[src/elsr_pkg.sv]
// Package for the ELLPACK row engine: sizes, action codes and the
// control record passed from the slot control stage to the MAC stage.
// No dependencies.
`timescale 1ns / 1ps

package elsr_pkg;

    // Vector store size and address width.
    localparam int VECTOR_DEPTH  = 1024;
    localparam int VEC_ADDR_W    = $clog2(VECTOR_DEPTH);

    // Row width limits and counter widths.
    localparam int MAX_ROW_WIDTH = 16;
    localparam int CNT_W         = $clog2(MAX_ROW_WIDTH);
    localparam int RW_W          = 5;

    // Field widths.
    localparam int POS_W         = 10;
    localparam int VAL_W         = 32;
    localparam int SUM_W         = 48;
    localparam int ROW_W         = 16;
    localparam int PROD_W        = 2 * VAL_W;
    localparam int FRAC_W        = 24;
    localparam int TERM_W        = PROD_W - FRAC_W;

    // Action codes carried on the input tuser bit.
    localparam logic ACT_LOAD = 1'b0;
    localparam logic ACT_SLOT = 1'b1;

    // Per-item control passed to the multiply-accumulate stage.
    typedef struct packed {
        logic             valid;
        logic             clr;
        logic             add_en;
        logic             last;
        logic [ROW_W-1:0] row_num;
    } t_slot_ctl;

endpackage

[src/elsr_mac.sv]
// Multiply-accumulate stage: product register, saturating Q24.24
// accumulator and result register. Depends on elsr_pkg.
`timescale 1ns / 1ps

module elsr_mac (
    input  logic                       i_clk,
    input  logic                       i_rst_n,
    input  logic                       i_adv,
    input  elsr_pkg::t_slot_ctl        i_ctl,
    input  logic [elsr_pkg::VAL_W-1:0] i_value,
    input  logic [elsr_pkg::VAL_W-1:0] i_vec,
    output logic                       o_valid,
    output logic [elsr_pkg::SUM_W-1:0] o_row_sum,
    output logic [elsr_pkg::ROW_W-1:0] o_row_idx
);

    import elsr_pkg::*;

    t_slot_ctl          r_s2_ctl;
    logic [PROD_W-1:0]  r_prod;
    logic [SUM_W-1:0]   r_acc;
    logic               r_out_valid;
    logic [SUM_W-1:0]   r_out_sum;
    logic [ROW_W-1:0]   r_out_row;

    logic [TERM_W-1:0]  w_term;
    logic [SUM_W:0]     w_sum;
    logic [SUM_W-1:0]   w_sat;
    logic [SUM_W-1:0]   w_acc_upd;

    // Product stage: exact Q16.48 product of coefficient and vector element.
    always_ff @(posedge i_clk) begin
        if (!i_rst_n) begin
            r_s2_ctl <= '0;
        end else if (i_adv) begin
            r_s2_ctl <= i_ctl;
        end
    end

    always_ff @(posedge i_clk) begin
        if (i_adv) begin
            r_prod <= PROD_W'($signed(i_value) * $signed(i_vec));
        end
    end

    // Dropping the low fraction bits of a two's complement word rounds down.
    assign w_term = r_prod[PROD_W-1:FRAC_W];
    assign w_sum  = {r_acc[SUM_W-1], r_acc}
                  + {{(SUM_W + 1 - TERM_W){w_term[TERM_W-1]}}, w_term};

    // Saturate to the signed 48-bit range.
    always_comb begin
        if (w_sum[SUM_W] != w_sum[SUM_W-1]) begin
            w_sat = w_sum[SUM_W] ? {1'b1, {(SUM_W-1){1'b0}}} : {1'b0, {(SUM_W-1){1'b1}}};
        end else begin
            w_sat = w_sum[SUM_W-1:0];
        end
    end

    assign w_acc_upd = r_s2_ctl.add_en ? w_sat : r_acc;

    // Accumulator: cleared by a vector load and at the end of each row.
    always_ff @(posedge i_clk) begin
        if (!i_rst_n) begin
            r_acc <= '0;
        end else if (i_adv && r_s2_ctl.valid) begin
            if (r_s2_ctl.clr || r_s2_ctl.last) begin
                r_acc <= '0;
            end else begin
                r_acc <= w_acc_upd;
            end
        end
    end

    // Result register.
    always_ff @(posedge i_clk) begin
        if (!i_rst_n) begin
            r_out_valid <= 1'b0;
        end else if (i_adv) begin
            r_out_valid <= r_s2_ctl.valid && r_s2_ctl.last;
        end
    end

    always_ff @(posedge i_clk) begin
        if (i_adv && r_s2_ctl.valid && r_s2_ctl.last) begin
            r_out_sum <= w_acc_upd;
            r_out_row <= r_s2_ctl.row_num;
        end
    end

    assign o_valid   = r_out_valid;
    assign o_row_sum = r_out_sum;
    assign o_row_idx = r_out_row;

    // A vector load leaves a zero row sum behind it.
    a_clr_zero: assert property (@(posedge i_clk) disable iff (!i_rst_n)
        (i_adv && r_s2_ctl.valid && r_s2_ctl.clr) |=> (r_acc == '0))
        else $error("accumulator not cleared by vector load");

    // A result only appears for an item that ended a row.
    a_out_from_last: assert property (@(posedge i_clk) disable iff (!i_rst_n)
        (i_adv && !(r_s2_ctl.valid && r_s2_ctl.last)) |=> !r_out_valid)
        else $error("result produced without a row end");

    // Without an advance the result register is left alone.
    a_out_hold: assert property (@(posedge i_clk) disable iff (!i_rst_n)
        !i_adv |=> ($stable(r_out_valid) && $stable(r_out_sum)))
        else $error("result register changed during a stall");

endmodule

[config.mk]
export PLATFORM = sky130hd
export DESIGN_NAME = elsr_mac
export DESIGN_NICKNAME = d
export VERILOG_FILES = /design/src/elsr_pkg.sv /design/src/elsr_mac.sv
export SDC_FILE = /design/constraint.sdc
export NUM_CORES = 2
export LEC_CHECK = 0
export ABC_AREA = 1
export BUFFER_PORTS_ARGS = -buffer_cell sky130_fd_sc_hd__clkbuf_2
export CAP_MARGIN = 20
export CORE_UTILIZATION = 50
export DETAILED_ROUTE_END_ITERATION = 10
export PLACE_DENSITY = 0.7
export SYNTH_ARGS = -nofsm -noshare
export SYNTH_HDL_FRONTEND = slang
export SYNTH_SLANG_ARGS = --single-unit
[constraint.sdc]
create_clock -name i_clk -period 9.6 [get_ports i_clk]
set_input_delay 1.44 -clock i_clk [delete_from_list [all_inputs] [get_ports i_clk]]
set_output_delay 1.44 -clock i_clk [all_outputs]
set_load 0.02 [all_outputs]
==> summary.txt <==
Cells and area
  • Synthesis-to-layout area growth: 5.46%
  • Fillers: between 8000 and 9000
  • Share of layout cells above drive strength 1: just over 8%
  • Layout Nets: 7408
  • Number of diodes: 0

Timing
  • Setup clock skew after layout: ~0.019 ns
  • Tcrit/Tclk final: 90.0%
  • Fmax: about 120 MHz
  • Worst-margin pin slew: 0.992 ns
  • Max_slew headroom: between 30 and 40%
  • Max-slew violations: 0
  • Final hold vios: 0
  • RSZ-0062 raised after global routing: false
  • Fin crit period: approximately 8.6 ns
  • Fin Setup TNS: 0 ns
  • Final setup fails: 0

Clock tree
  • CTS buffer count: 17
  • Max clock buf depth: 2
  • Setup bufs post-CTS: 0
  • Clock latency on the worst-skew pair: ~0.46 ns
  • H-tree depth: 4
  • Reg clk slew, reported paths: 0.07 ns
  • Root Driver: clkbuf_16
  • CTS tree: built
  • Clk sinks: about 170
  • Post-CTS sizing: 0
  • Hold buffers post-CTS: 0

Setup path
  • R2R setup slack: 5.62 ns
  • Worst path arrival time: around 8.9 ns
  • Startpoint types: primary input
  • FF-to-FF End: o_row_sum[39]
  • Crit path max fanout: 22
  • WP data required: roughly 10 ns
  • Setup CP Type: in2reg
  • Crit. End Element: flop
  • Worst Reg2Reg Path Length in Cells: 16
  • Crit Reg-Reg Startpoint: r_prod[63]

Die
  • Starting Density: 50.6%
  • Die Area: 97600 sq um
  • Core ar.: 95300 sq um
  • Die X: about 310 microns
  • # IOs: approximately 150
  • Die height: 312 microns
  • # rows: around 110

Synth
  • Synth Area per Inst: between 8 and 9 sq um
  • Netlist cell types: 42
  • Syn Inst Count: around 6000
  • Synth Cell Area: roughly 48000 sq um
  • Post-synth EDFFs: approximately 100
  • Syn_nets: 7391
  • Top_reg_cell synth: edfxtp_1
  • #FFs+latches synth: ~170
  • Ys Warns: 0
  • Seq/Total Area, Yosys: a little under a tenth
  • Asr flop ratio synth: 0%

Worst hold path
  • Worst hold start: r_s2_ctl[5]
  • Hold Crit Endpoint: o_row_idx[5]
  • Hold WC Path Type: reg2reg
  • Worst hold stages: 0

Place
  • Final HPWL DP: about 110000 microns
  • # port buffers: 151
  • GPL Wtd Cong: a little under 1

Drt
  • Wire per inst: roughly 18 microns
  • Initial DRC Count: roughly 2800
  • Post-route ant nets: 0
  • Drt pass-1 iters: 8
  • WL final: about 130000 microns
  • DR DRC count: 0
  • Vias per cell: 5.14
  • DR vias: 37500

Global route
  • Pin count of the biggest net entering global routing: 60
  • Total GRT Usage: 27.9%
  • Number of antenna violations at the first check in global routing: 4
  • GRT Residual Overflow: 0
  • First-pass GRT wire length: about 220000 microns
  • Vias in the first global route: 40300

Status
  • Outcome: complete, no violations

Job
  • Maxcap violations: 0
==> cells by family (layout without fill, tap and decap cells) <==
kind of cell,after synthesis,in the layout,synth area share (%)
AO/OA/AOI/OAI,419,419,5.24
buffers and inverters,1948,1978,15.3
XOR/XNOR,83,83,1.51
AND/OR/NAND/NOR,2061,2061,17.7
adder cells (fa/ha/maj),1310,1310,50.9
flip-flops,173,173,9.35
==> state kept, by name, indices dropped and copies added (netlist names) <==
signal and flops:
o_row_idx 16, o_row_sum 48, o_valid 1, r_acc 48, r_prod 40, r_s2_ctl 20
==> per-stage QoR <==
stage               worst slack (ns)  hold WS (ns)  cell area, sq um  std cells  utilization, %
finish                         0.961         0.428             50800       7289            53.3
global route                   0.587         0.433             50800       7289            53.3
floorplan                       1.05         0.403             48200       5994               -
detailed placement             0.521         0.410             50200       7256            52.7
global placement               0.520         0.404             50200       7256            52.7
CTS                             1.02         0.427             50800       7288            53.3
==> metal layers <==
layer | wire (microns) | global-route usage (%) | vias to the layer above
li1 | - | - | 17200
met1 | 55400 | 38.5 | 18700
met2 | 62500 | 47.2 | 1401
met3 | 8990 | 3.22 | 231
met4 | 2860 | 6.29 | 6
met5 | 35 | 0 | -
==> worst max path at each step <==
stage,start,endpoint,cells past startpoint
after detailed placement,i_vec[8],r_prod[59],25
after floorplan,i_value[31],r_prod[63],26
final,i_vec[8],r_prod[59],23
after global routing,i_vec[8],r_prod[63],23
after global placement,i_vec[8],r_prod[50],26
after CTS,i_vec[8],r_prod[59],25
==> worst max-delay path, cell delays in order <==
cell and delay, ns:
clkbuf_2 0.59, nand2_1 0.27, fa_1 0.67, fa_1 0.74
inv_1 0.09, fa_1 0.68, inv_1 0.24, fa_1 0.52
fa_1 0.56, inv_1 0.05, fa_1 0.48, inv_1 0.06
fa_1 0.47, inv_1 0.05, fa_1 0.40, ha_1 0.39
a21oi_1 0.22, o21ai_0 0.20, nor2_1 0.20, o21ai_0 0.11
a21oi_1 0.13, nand2_1 0.13, xor2_1 0.16
==> cell usage after synthesis (53+ instances only) <==
cell,instances,area (sq um)
a21oi_1,176,881
clkbuf_1,213,800
dfxtp_1,69,1380
edfxtp_1,104,3120
fa_1,1082,21700
ha_1,228,2850
inv_1,1706,6400
nand2_1,1491,5600
nand2_2,58,363
nand3_1,78,390
nor2_1,268,1010
o21ai_0,83,415
or2_2,53,332
==> final cells by class <==
type | instances | area [sq um] | share of cell area, %
repair buffers | 229 | 1350 | 2.66
multi-input cells | 3873 | 36300 | 71.5
flip-flops and latches | 173 | 4500 | 8.86
clock buffers | 18 | 450 | 0.886
clock inverters | 14 | 161 | 0.318
well taps | 1265 | 1580 | 3.11
inverters | 1717 | 6450 | 12.7
==> layout by cell type, fill, tap and decap left out, types with 2 or more instances in the layout <==
cell | synthesis | final
a21oi_2 | 42 | 42
dfxtp_1 | 69 | 69
and2_1 | 2 | 2
nand2_1 | 1491 | 1490
or2_2 | 53 | 53
a21boi_0 | 36 | 36
edfxtp_1 | 104 | 104
nand2_2 | 58 | 59
nand4_1 | 25 | 25
clkbuf_16 | 0 | 18
xor2_1 | 50 | 50
o211ai_1 | 7 | 7
a21oi_1 | 176 | 176
buf_4 | 4 | 77
xnor2_1 | 33 | 33
a21o_1 | 7 | 7
o21bai_1 | 22 | 22
nor2_2 | 13 | 13
nor2_1 | 268 | 267
nor2_4 | 2 | 3
nand3_1 | 78 | 78
inv_2 | 10 | 11
clkinv_8 | 0 | 4
ha_1 | 228 | 228
nor3_1 | 22 | 21
o21ai_0 | 83 | 83
inv_6 | 0 | 4
inv_1 | 1706 | 1705
nand3_2 | 39 | 39
inv_8 | 0 | 4
a31oi_1 | 20 | 20
o31ai_1 | 2 | 2
nor4_1 | 4 | 4
nand2_4 | 4 | 4
o21a_1 | 10 | 10
clkbuf_2 | 0 | 151
fa_1 | 1082 | 1082
a21boi_1 | 11 | 11
Power is not shown: default switching activity piles up to over one toggle a cycle in this logic, so the estimate is an artifact.
