==> src/elsr_pkg.sv <==
// Package for the ELLPACK row engine: sizes, action codes and the
// control record passed from the slot control stage to the MAC stage.
// No dependencies.
`timescale 1ns / 1ps

package elsr_pkg;

    // Vector store size and address width.
    localparam int VECTOR_DEPTH  = 1024;
    localparam int VEC_ADDR_W    = $clog2(VECTOR_DEPTH);

    // Row width limits and counter widths.
    localparam int MAX_ROW_WIDTH = 16;
    localparam int CNT_W         = $clog2(MAX_ROW_WIDTH);
    localparam int RW_W          = 5;

    // Field widths.
    localparam int POS_W         = 10;
    localparam int VAL_W         = 32;
    localparam int SUM_W         = 48;
    localparam int ROW_W         = 16;
    localparam int PROD_W        = 2 * VAL_W;
    localparam int FRAC_W        = 24;
    localparam int TERM_W        = PROD_W - FRAC_W;

    // Action codes carried on the input tuser bit.
    localparam logic ACT_LOAD = 1'b0;
    localparam logic ACT_SLOT = 1'b1;

    // Per-item control passed to the multiply-accumulate stage.
    typedef struct packed {
        logic             valid;
        logic             clr;
        logic             add_en;
        logic             last;
        logic [ROW_W-1:0] row_num;
    } t_slot_ctl;

endpackage

==> src/elsr_ctrl.sv <==
// Slot control stage: input register, row_width register, slot counting,
// padding detection and row numbering. Depends on elsr_pkg.
`timescale 1ns / 1ps

module elsr_ctrl (
    input  logic                       i_clk,
    input  logic                       i_rst_n,
    input  logic                       i_adv,
    input  logic                       i_accept,
    input  logic                       i_action,
    input  logic [elsr_pkg::POS_W-1:0] i_position,
    input  logic [elsr_pkg::VAL_W-1:0] i_value,
    input  logic                       i_cfg_wr_en,
    input  logic [elsr_pkg::RW_W-1:0]  i_cfg_wr_data,
    output elsr_pkg::t_slot_ctl        o_ctl,
    output logic [elsr_pkg::VAL_W-1:0] o_value
);

    import elsr_pkg::*;

    // Input stage register.
    logic             r_s1_valid;
    logic             r_s1_action;
    logic [POS_W-1:0] r_s1_pos;
    logic [VAL_W-1:0] r_s1_value;

    // Row state.
    logic [RW_W-1:0]  r_row_width;
    logic [CNT_W-1:0] r_slot_cnt;
    logic [CNT_W-1:0] n_slot_cnt;
    logic [POS_W-1:0] r_prev_col;
    logic [POS_W-1:0] n_prev_col;
    logic             r_prev_valid;
    logic             n_prev_valid;
    logic             r_pad_seen;
    logic             n_pad_seen;
    logic [ROW_W-1:0] r_row_cnt;
    logic [ROW_W-1:0] n_row_cnt;

    logic [RW_W-1:0]  w_width_eff;
    logic [RW_W-1:0]  w_cnt_next;
    t_slot_ctl        w_ctl;

    // Configuration register.
    always_ff @(posedge i_clk) begin
        if (!i_rst_n) begin
            r_row_width <= RW_W'(7);
        end else if (i_cfg_wr_en) begin
            r_row_width <= i_cfg_wr_data;
        end
    end

    // Input register, loaded on a transfer.
    always_ff @(posedge i_clk) begin
        if (!i_rst_n) begin
            r_s1_valid <= 1'b0;
        end else if (i_adv) begin
            r_s1_valid <= i_accept;
        end
    end

    always_ff @(posedge i_clk) begin
        if (i_adv && i_accept) begin
            r_s1_action <= i_action;
            r_s1_pos    <= i_position;
            r_s1_value  <= i_value;
        end
    end

    // Effective width: zero acts as one, large values clamp to the maximum.
    always_comb begin
        if (r_row_width == '0) begin
            w_width_eff = RW_W'(1);
        end else if (r_row_width > RW_W'(MAX_ROW_WIDTH)) begin
            w_width_eff = RW_W'(MAX_ROW_WIDTH);
        end else begin
            w_width_eff = r_row_width;
        end
    end

    assign w_cnt_next = RW_W'(r_slot_cnt) + RW_W'(1);

    // Per-slot decision and next row state.
    always_comb begin
        n_slot_cnt    = r_slot_cnt;
        n_prev_col    = r_prev_col;
        n_prev_valid  = r_prev_valid;
        n_pad_seen    = r_pad_seen;
        n_row_cnt     = r_row_cnt;
        w_ctl         = '0;
        w_ctl.valid   = r_s1_valid;
        w_ctl.row_num = r_row_cnt;
        if (r_s1_valid) begin
            case (r_s1_action)
                ACT_LOAD: begin
                    // A vector load restarts the row and the row numbering.
                    w_ctl.clr    = 1'b1;
                    n_slot_cnt   = '0;
                    n_prev_valid = 1'b0;
                    n_pad_seen   = 1'b0;
                    n_row_cnt    = '0;
                end
                default: begin
                    if (!r_pad_seen) begin
                        if (r_prev_valid && (r_s1_pos == r_prev_col)) begin
                            n_pad_seen = 1'b1;
                        end else begin
                            w_ctl.add_en = 1'b1;
                            n_prev_col   = r_s1_pos;
                            n_prev_valid = 1'b1;
                        end
                    end
                    if (w_cnt_next >= w_width_eff) begin
                        w_ctl.last   = 1'b1;
                        n_slot_cnt   = '0;
                        n_prev_valid = 1'b0;
                        n_pad_seen   = 1'b0;
                        n_row_cnt    = r_row_cnt + ROW_W'(1);
                    end else begin
                        n_slot_cnt = w_cnt_next[CNT_W-1:0];
                    end
                end
            endcase
        end
    end

    // Row state registers.
    always_ff @(posedge i_clk) begin
        if (!i_rst_n) begin
            r_slot_cnt   <= '0;
            r_prev_col   <= '0;
            r_prev_valid <= 1'b0;
            r_pad_seen   <= 1'b0;
            r_row_cnt    <= '0;
        end else if (i_adv) begin
            r_slot_cnt   <= n_slot_cnt;
            r_prev_col   <= n_prev_col;
            r_prev_valid <= n_prev_valid;
            r_pad_seen   <= n_pad_seen;
            r_row_cnt    <= n_row_cnt;
        end
    end

    assign o_ctl   = w_ctl;
    assign o_value = r_s1_value;

    // Padding can only be flagged after a real column was recorded.
    a_pad_needs_prev: assert property (@(posedge i_clk) disable iff (!i_rst_n)
        r_pad_seen |-> r_prev_valid)
        else $error("padding flag set without a previous column");

    // The end of a row leaves the slot counter at zero.
    a_last_clears_cnt: assert property (@(posedge i_clk) disable iff (!i_rst_n)
        (i_adv && w_ctl.last) |=> (r_slot_cnt == '0))
        else $error("slot counter not cleared after row end");

    // A load never adds or ends a row.
    a_load_quiet: assert property (@(posedge i_clk) disable iff (!i_rst_n)
        w_ctl.clr |-> (!w_ctl.add_en && !w_ctl.last))
        else $error("vector load produced a slot action");

endmodule

==> config.mk <==
export PLATFORM = sky130hd
export DESIGN_NAME = elsr_ctrl
export DESIGN_NICKNAME = d
export VERILOG_FILES = /design/src/elsr_pkg.sv /design/src/elsr_ctrl.sv
export SDC_FILE = /design/constraint.sdc
export NUM_CORES = 1
export LEC_CHECK = 0
export BUFFER_PORTS_ARGS = -buffer_cell sky130_fd_sc_hd__buf_2
export CAP_MARGIN = 5
export CELL_PAD_IN_SITES_DETAIL_PLACEMENT = 1
export CELL_PAD_IN_SITES_GLOBAL_PLACEMENT = 2
export CORE_MARGIN = 4
export CORE_UTILIZATION = 32
export CTS_CLUSTER_DIAMETER = 80
export DETAILED_ROUTE_END_ITERATION = 10
export MAX_ROUTING_LAYER = met4
export PLACE_DENSITY = 0.87
export SLEW_MARGIN = 10
export SYNTH_ARGS = -nofsm -noshare
export SYNTH_HDL_FRONTEND = slang
export SYNTH_SLANG_ARGS = --single-unit
==> constraint.sdc <==
create_clock -name i_clk -period 2.8 [get_ports i_clk]
set_input_delay 0.14 -clock i_clk [delete_from_list [all_inputs] [get_ports i_clk]]
set_output_delay 0.14 -clock i_clk [all_outputs]
set_load 0.02 [all_outputs]
==> impl_metrics.env, run 1 <==
export IMPL_clk_latency_ns=0.37
export IMPL_yosysWarnings=0
export IMPL_critPathArrivalTime_ns=2.82
export IMPL_synth_ff_type="edfxtp_1"
export IMPL_ys_types=39
export IMPL_hold_ws_ns=0.0490
export IMPL_worst_slack_ns=0.222
export IMPL_seq_area_um2=2050
export IMPL_yosysSeqAreaShare_pct=62.7
export IMPL_hold_depth=3
export IMPL_outcome="finished clean"
export IMPL_grt_pass1_vias=2974
export IMPL_clock_sinks=81
export IMPL_postRouteAntennaNets=0
export IMPL_grt_max_degree=32
export IMPL_synth_cells=273
export IMPL_io_pin_count=105
export IMPL_antennaDiodeCount=0
export IMPL_clkTransAtPathRegs_ns=0.08
export IMPL_stdcell_area_um2=4580
export IMPL_slew_headroom_pct=27.4
export IMPL_num_fill_cells=1097
export IMPL_hpwl_um=5720
export IMPL_clk_path_buf_depth=2
export IMPL_placed_cell_area_um2=3910
export IMPL_fp_dieArea_um2=11900
export IMPL_totalWireLength_um=9810
export IMPL_p_total_mw=2.50
export IMPL_path_class="reg -> reg"
export IMPL_dr_pass1_iters=4
export IMPL_dp_cells=501
export IMPL_ys_ff_latch=81
export IMPL_fp_dieW_um=109
export IMPL_io_buffers=104
export IMPL_reg2reg_slack_ns=0.22
export IMPL_grt_overflow=0
export IMPL_multi_input_area_um2=1140
export IMPL_layout_cells_non_filler=563
export IMPL_nNetsFinal=485
export IMPL_max_vdd_ir_drop_v=0.000346
export IMPL_cts_tree="done"
export IMPL_p_leak_nw=1.81
export IMPL_avgSynthCellArea_um2=12.0
export IMPL_initial_core_util_pct=33.2
export IMPL_place_gp_congestion=0.767
export IMPL_final_common_cell="buf_2"
export IMPL_drtIter0Drc=104
export IMPL_worst_slew_pin_slew_ns=1.08
export IMPL_power_density_nw_per_um2=545
export IMPL_grt_pass1_wl_um=15700
export IMPL_area_delta_synth_final_pct=40.1
export IMPL_skew_ns=0.0202
export IMPL_hold_viol=0
export IMPL_worstSetupStartpointType="flop"
export IMPL_max_freq_mhz=388
export IMPL_drv_slew=0
export IMPL_drc=0
export IMPL_fin_crit_sh_pct=92.1
export IMPL_rsz0062_at_grt="false"
export IMPL_fin_util_pct=46.5
export IMPL_worstHoldEndpoint="r_row_width[4]$_SDFFE_PN0P_"
export IMPL_worstPathMaxFanout=27
export IMPL_finalSetupViolations=0
export IMPL_r2r_end="r_row_cnt[15]$_SDFFE_PN0P_"
export IMPL_dp_slack_ns=0.203
export IMPL_worstHoldStart="i_cfg_wr_data[4]"
export IMPL_r2r_start="r_slot_cnt[0]$_SDFFE_PN0P_"
export IMPL_cap_violations=0
export IMPL_synth_edff_count=43
export IMPL_min_path_type="in -> reg"
export IMPL_num_vias=2700
export IMPL_antenna_found_initial=0
export IMPL_syn_num_nets=333
export IMPL_reg2reg_depth=8
export IMPL_rows=36
export IMPL_die_h_um=109
export IMPL_timing_setup_tns_ns=0
export IMPL_final_cell_mix="buf_2 (104), dlygate4sd3_1 (46), edfxtp_1 (43), nand2_1 (38), dfxtp_1 (38)"
export IMPL_ys_async_sr_fraction_pct=0
export IMPL_h_tree_depth=3
export IMPL_post_cts_buffers=0
export IMPL_required_ns=3.04
export IMPL_cp_end_kind="flop"
export IMPL_wire_per_inst_um=17.4
export IMPL_grt_util_all_layers_pct=18.2
export IMPL_via_per_inst=4.80
export IMPL_synth_area_um2=3270
export IMPL_drive_above_1_share_pct=30.7
export IMPL_fin_crit_ns=2.58
export IMPL_cts_buffers=9
export IMPL_core_um2=9860
export IMPL_cts_root_buf="clkbuf_8"
==> how the worst max path moves through the flow <==
stage / from / to / cells after the start
2_1_floorplan: r_slot_cnt[0]$_SDFFE_PN0P_ / r_row_cnt[15]$_SDFFE_PN0P_ / 9
3_3_place_gp: r_slot_cnt[0]$_SDFFE_PN0P_ / r_prev_valid$_SDFFE_PN0P_ / 8
3_5_place_dp: r_slot_cnt[0]$_SDFFE_PN0P_ / r_prev_valid$_SDFFE_PN0P_ / 8
4_1_cts: r_slot_cnt[0]$_SDFFE_PN0P_ / r_prev_valid$_SDFFE_PN0P_ / 8
5_1_grt: r_slot_cnt[0]$_SDFFE_PN0P_ / r_prev_valid$_SDFFE_PN0P_ / 8
6_report: r_slot_cnt[0]$_SDFFE_PN0P_ / r_row_cnt[15]$_SDFFE_PN0P_ / 8
==> layer usage <==
metal  GRT usage [%]  share of wire, %  vias up
li1                -                 -     1291
met1            20.7                40     1298
met2            31.3                52      104
met3            5.33               7.0        7
met4            4.60              0.84        0
met5               -                 0        -
==> logic make-up after synthesis <==
family,share of synthesized area [%]
simple gates,14.9
compound gates,7.92
mux,4.93
buf+inv,2.79
fa+ha+maj,2.68
flops,62.7
xor+xnor,4.02
==> synth_stat cells (all sizes together), types with 2 or more instances <==
| cell type | instances | area (µm²) |
|---|---|---|
| o21ai | 6 | 33.8 |
| dfxtp | 38 | 761 |
| edfxtp | 43 | 1290 |
| xor2 | 2 | 17.5 |
| nor2b | 5 | 31.3 |
| a21oi | 18 | 101 |
| nor2 | 12 | 45.0 |
| or4 | 8 | 60.1 |
| mux2i | 15 | 150 |
| nand3 | 8 | 40.0 |
| nand4 | 6 | 43.8 |
| inv | 7 | 26.3 |
| ha | 7 | 87.6 |
| and3 | 2 | 17.5 |
| o31ai | 8 | 60.1 |
| a21boi | 2 | 15.0 |
| buf | 5 | 42.5 |
| or3 | 5 | 31.3 |
| xnor2 | 13 | 114 |
| and2 | 3 | 18.8 |
| nand2 | 39 | 146 |
| nor3 | 5 | 25.0 |
| clkbuf | 6 | 22.5 |
==> critical path, stage by stage, from the launching register on <==
cell and delay, ns:
dfxtp_1 0.36, ha_1 0.25, and3_1 0.19, ha_1 0.32
a21oi_1 0.20, a21oi_1 0.15, a21oi_4 0.54, nor4_2 0.12
mux2_1 0.33
==> area by class of cell <==
class	instances	share of cell area, %
Sequential cell	81	44.8
Multi-Input combinational cell	174	24.9
Timing Repair Buffer	152	21.7
Tap cell	133	3.63
Clock buffer	9	2.70
Clock inverter	7	1.67
Inverter	7	0.573
==> where the power goes <==
part	leakage, nW	internal, mW	total (mW)	switching (mW)
logic	1.00	0.120	0.260	0.140
registers	0.711	1.31	1.34	0.0301
clock network	0.0983	0.421	0.900	0.479
==> state kept, by name, indices dropped and copies added, names as in the netlist <==
signal and count:
r_s1_pos 10, r_s1_action 1, r_row_width 5, r_prev_col 10
o_value 32, r_row_cnt 16, r_s1_valid 1, r_prev_valid 1
r_slot_cnt 4, r_pad_seen 1
==> what timing repair did <==
item	4_1_cts	5_1_grt
resized for setup	0	2
endpoints found under the hold margin	46	0
hold buffers	46	0
endpoints found under the setup margin	0	2
(Power assumes the default switching activity.)
==> run 2: changes to the inputs <==
Settings changed: CORE_UTILIZATION 32 to 33, CTS_BUF_LIST set to sky130_fd_sc_hd__clkbuf_8, PLACE_DENSITY 0.87 to 0.9.
==> run 2 against run 1 <==
  * Clock power about the same
  * Sequential share of layout area about the same
  * Utilization up 0.67 points
  * Sequential power about the same
  * Design area about the same
  * Count of clock-buffer cells in the layout unchanged
==> impl_metrics.env, run 2 (synthesized netlist as in run 1, its figures left out) <==
export IMPL_path_class="reg -> out"
export IMPL_finalSetupViolations=0
export IMPL_h_tree_depth=3
export IMPL_via_per_inst=4.80
export IMPL_post_cts_buffers=0
export IMPL_power_internal_mw=1.85
export IMPL_area_delta_synth_final_pct=40.2
export IMPL_multi_input_area_um2=1150
export IMPL_hold_viol=0
export IMPL_required_ns=2.66
export IMPL_slew_headroom_pct=31.9
export IMPL_min_path_type="in -> reg"
export IMPL_core_um2=9730
export IMPL_fin_crit_ns=2.54
export IMPL_nNetsFinal=485
export IMPL_worst_slew_pin_slew_ns=1.02
export IMPL_max_vdd_ir_drop_v=0.000325
export IMPL_p_clk_share_pct=36.1
export IMPL_power_switching_mw=0.652
export IMPL_worstHoldEndpoint="r_row_width[3]$_SDFFE_PN0P_"
export IMPL_final_common_cell="buf_2"
export IMPL_wire_per_inst_um=17.6
export IMPL_cpMaxStageDelayCell="dfxtp_1"
export IMPL_reg2reg_slack_ns=0.29
export IMPL_die_h_um=108
export IMPL_rsz0062_at_grt="false"
export IMPL_clkTransAtPathRegs_ns=0.10
export IMPL_cap_violations=0
export IMPL_timing_setup_tns_ns=0
export IMPL_hold_depth=3
export IMPL_p_comb_share_pct=10.5
export IMPL_cts_root_buf="clkbuf_8"
export IMPL_r2r_start="r_slot_cnt[0]$_SDFFE_PN0P_"
export IMPL_worstHoldStart="i_cfg_wr_data[3]"
export IMPL_postRouteAntennaNets=0
export IMPL_grt_max_degree=45
export IMPL_clk_path_buf_depth=2
export IMPL_outcome="finished clean"
export IMPL_clock_sinks=81
export IMPL_grt_pass1_vias=2999
export IMPL_critPathArrivalTime_ns=2.40
export IMPL_crit_chain="ha_1, and3_1, ha_1, a21oi_1, inv_1, a31oi_2, nor2_1, buf_2"
export IMPL_pwr_share_seq_pct=53.5
export IMPL_rows=36
export IMPL_hpwl_um=6090
export IMPL_fin_util_pct=47.1
export IMPL_drc=0
export IMPL_fp_dieW_um=108
export IMPL_totalWireLength_um=9940
export IMPL_dr_pass1_iters=4
export IMPL_crit_path_frequent_cell="ha_1"
export IMPL_drive_above_1_share_pct=30.7
export IMPL_place_gp_congestion=0.755
export IMPL_drtIter0Drc=74
export IMPL_skew_ns=0.0129
export IMPL_num_fill_cells=1096
export IMPL_initial_core_util_pct=33.6
export IMPL_worstPathMaxFanout=5
export IMPL_grt_pass1_wl_um=15800
export IMPL_cp_end_kind="primary output"
export IMPL_worst_path_largest_cell_delay_ns=0.36
export IMPL_clk_latency_ns=0.36
export IMPL_cts_tree="done"
export IMPL_antenna_found_initial=0
export IMPL_switching_share_pct=26.1
export IMPL_r2r_end="r_prev_valid$_SDFFE_PN0P_"
export IMPL_p_leak_nw=1.81
export IMPL_drv_slew=0
export IMPL_power_density_nw_per_um2=545
export IMPL_seq_area_um2=2050
export IMPL_cts_buffers=9
export IMPL_reg2reg_depth=8
export IMPL_final_cell_mix="buf_2 (104), dlygate4sd3_1 (46), edfxtp_1 (43), nand2_1 (39), dfxtp_1 (38)"
export IMPL_num_vias=2701
export IMPL_worstSetupStartpointType="flop"
export IMPL_largest_register_ff_count=32
export IMPL_antennaDiodeCount=0
export IMPL_grt_overflow=0
export IMPL_max_freq_mhz=394
export IMPL_io_pin_count=105
export IMPL_fin_crit_sh_pct=90.5
export IMPL_grt_util_all_layers_pct=18.5
export IMPL_io_buffers=104
export IMPL_fp_dieArea_um2=11600
==> run 2: cell types whose count changed in the layout (fill, tap and decap cells not counted), sizes merged <==
cell and change:
a21oi +1, buf -1
==> run 2: stage by stage <==
step | hold WS [ns] | instance area, µm² | instances | worst slack, ns | power [mW]
after CTS | 0.0400 | 4570 | 562 | 0.133 | 2.49
after floorplan | 0.239 | 3270 | 273 | 0.523 | 1.47
after global placement | 0.316 | 3910 | 500 | 0.324 | 1.55
final | 0.0462 | 4590 | 563 | 0.265 | 2.50
after global routing | 0.0523 | 4590 | 563 | 0.0605 | 2.61
after detailed placement | 0.319 | 3910 | 500 | 0.186 | 1.56
==> run 2: worst max path at each step <==
stage	start	end	slack (ns)	cells past startpoint
CTS	r_slot_cnt[0]$_SDFFE_PN0P_	r_prev_valid$_SDFFE_PN0P_	0.13	8
detailed placement	r_slot_cnt[0]$_SDFFE_PN0P_	r_prev_valid$_SDFFE_PN0P_	0.19	8
floorplan	r_slot_cnt[0]$_SDFFE_PN0P_	r_row_cnt[15]$_SDFFE_PN0P_	0.52	9
global route	r_slot_cnt[0]$_SDFFE_PN0P_	o_ctl[16]	0.06	8
global placement	r_slot_cnt[0]$_SDFFE_PN0P_	r_prev_valid$_SDFFE_PN0P_	0.32	8
finish	r_slot_cnt[0]$_SDFFE_PN0P_	o_ctl[16]	0.26	8
==> run 2: metal layers <==
metal  track usage [%]  share of wire, %  vias to the layer above
li1                  -                 -                     1294
met1              22.5                44                     1295
met2              29.6                48                      101
met3              6.18               6.6                       11
met4              5.14               1.5                        0
met5                 -                 0                        -
==> run 2: power groups by stage <==
stage / logic [mW] / clock network (mW) / registers, mW
6_report: 0.262 / 0.901 / 1.34
5_1_grt: 0.284 / 0.980 / 1.34
4_1_cts: 0.253 / 0.908 / 1.33
3_5_place_dp: 0.204 / 0 / 1.36
3_3_place_gp: 0.197 / 0 / 1.36
2_1_floorplan: 0.0741 / 0 / 1.39
==> run 2: final cells by class <==
| type | instances | area share, % |
|---|---|---|
| multi-input combinational | 175 | 25.1 |
| clock inverter | 7 | 1.66 |
| inverter | 7 | 0.573 |
| tap | 133 | 3.63 |
| timing repair buffer | 151 | 21.6 |
| clock buffer | 9 | 2.70 |
| sequential | 81 | 44.7 |
==> run 2: what timing repair did <==
action                                  4_1_cts  5_1_grt
hold endpoints to repair                     46        0
hold buffers                                 46        0
endpoints found under the setup margin        0        4
resized for setup                             0        2
==> run 2: worst max-delay path: cells and delay by family, from the launching register on <==
kind                     cells  cell delay (ns)
flip-flops                   1             0.36
AO/OA/AOI/OAI                2             0.55
adder cells (fa/ha/maj)      2             0.57
AND/OR/NAND/NOR              2             0.29
buffers and inverters        2             0.26
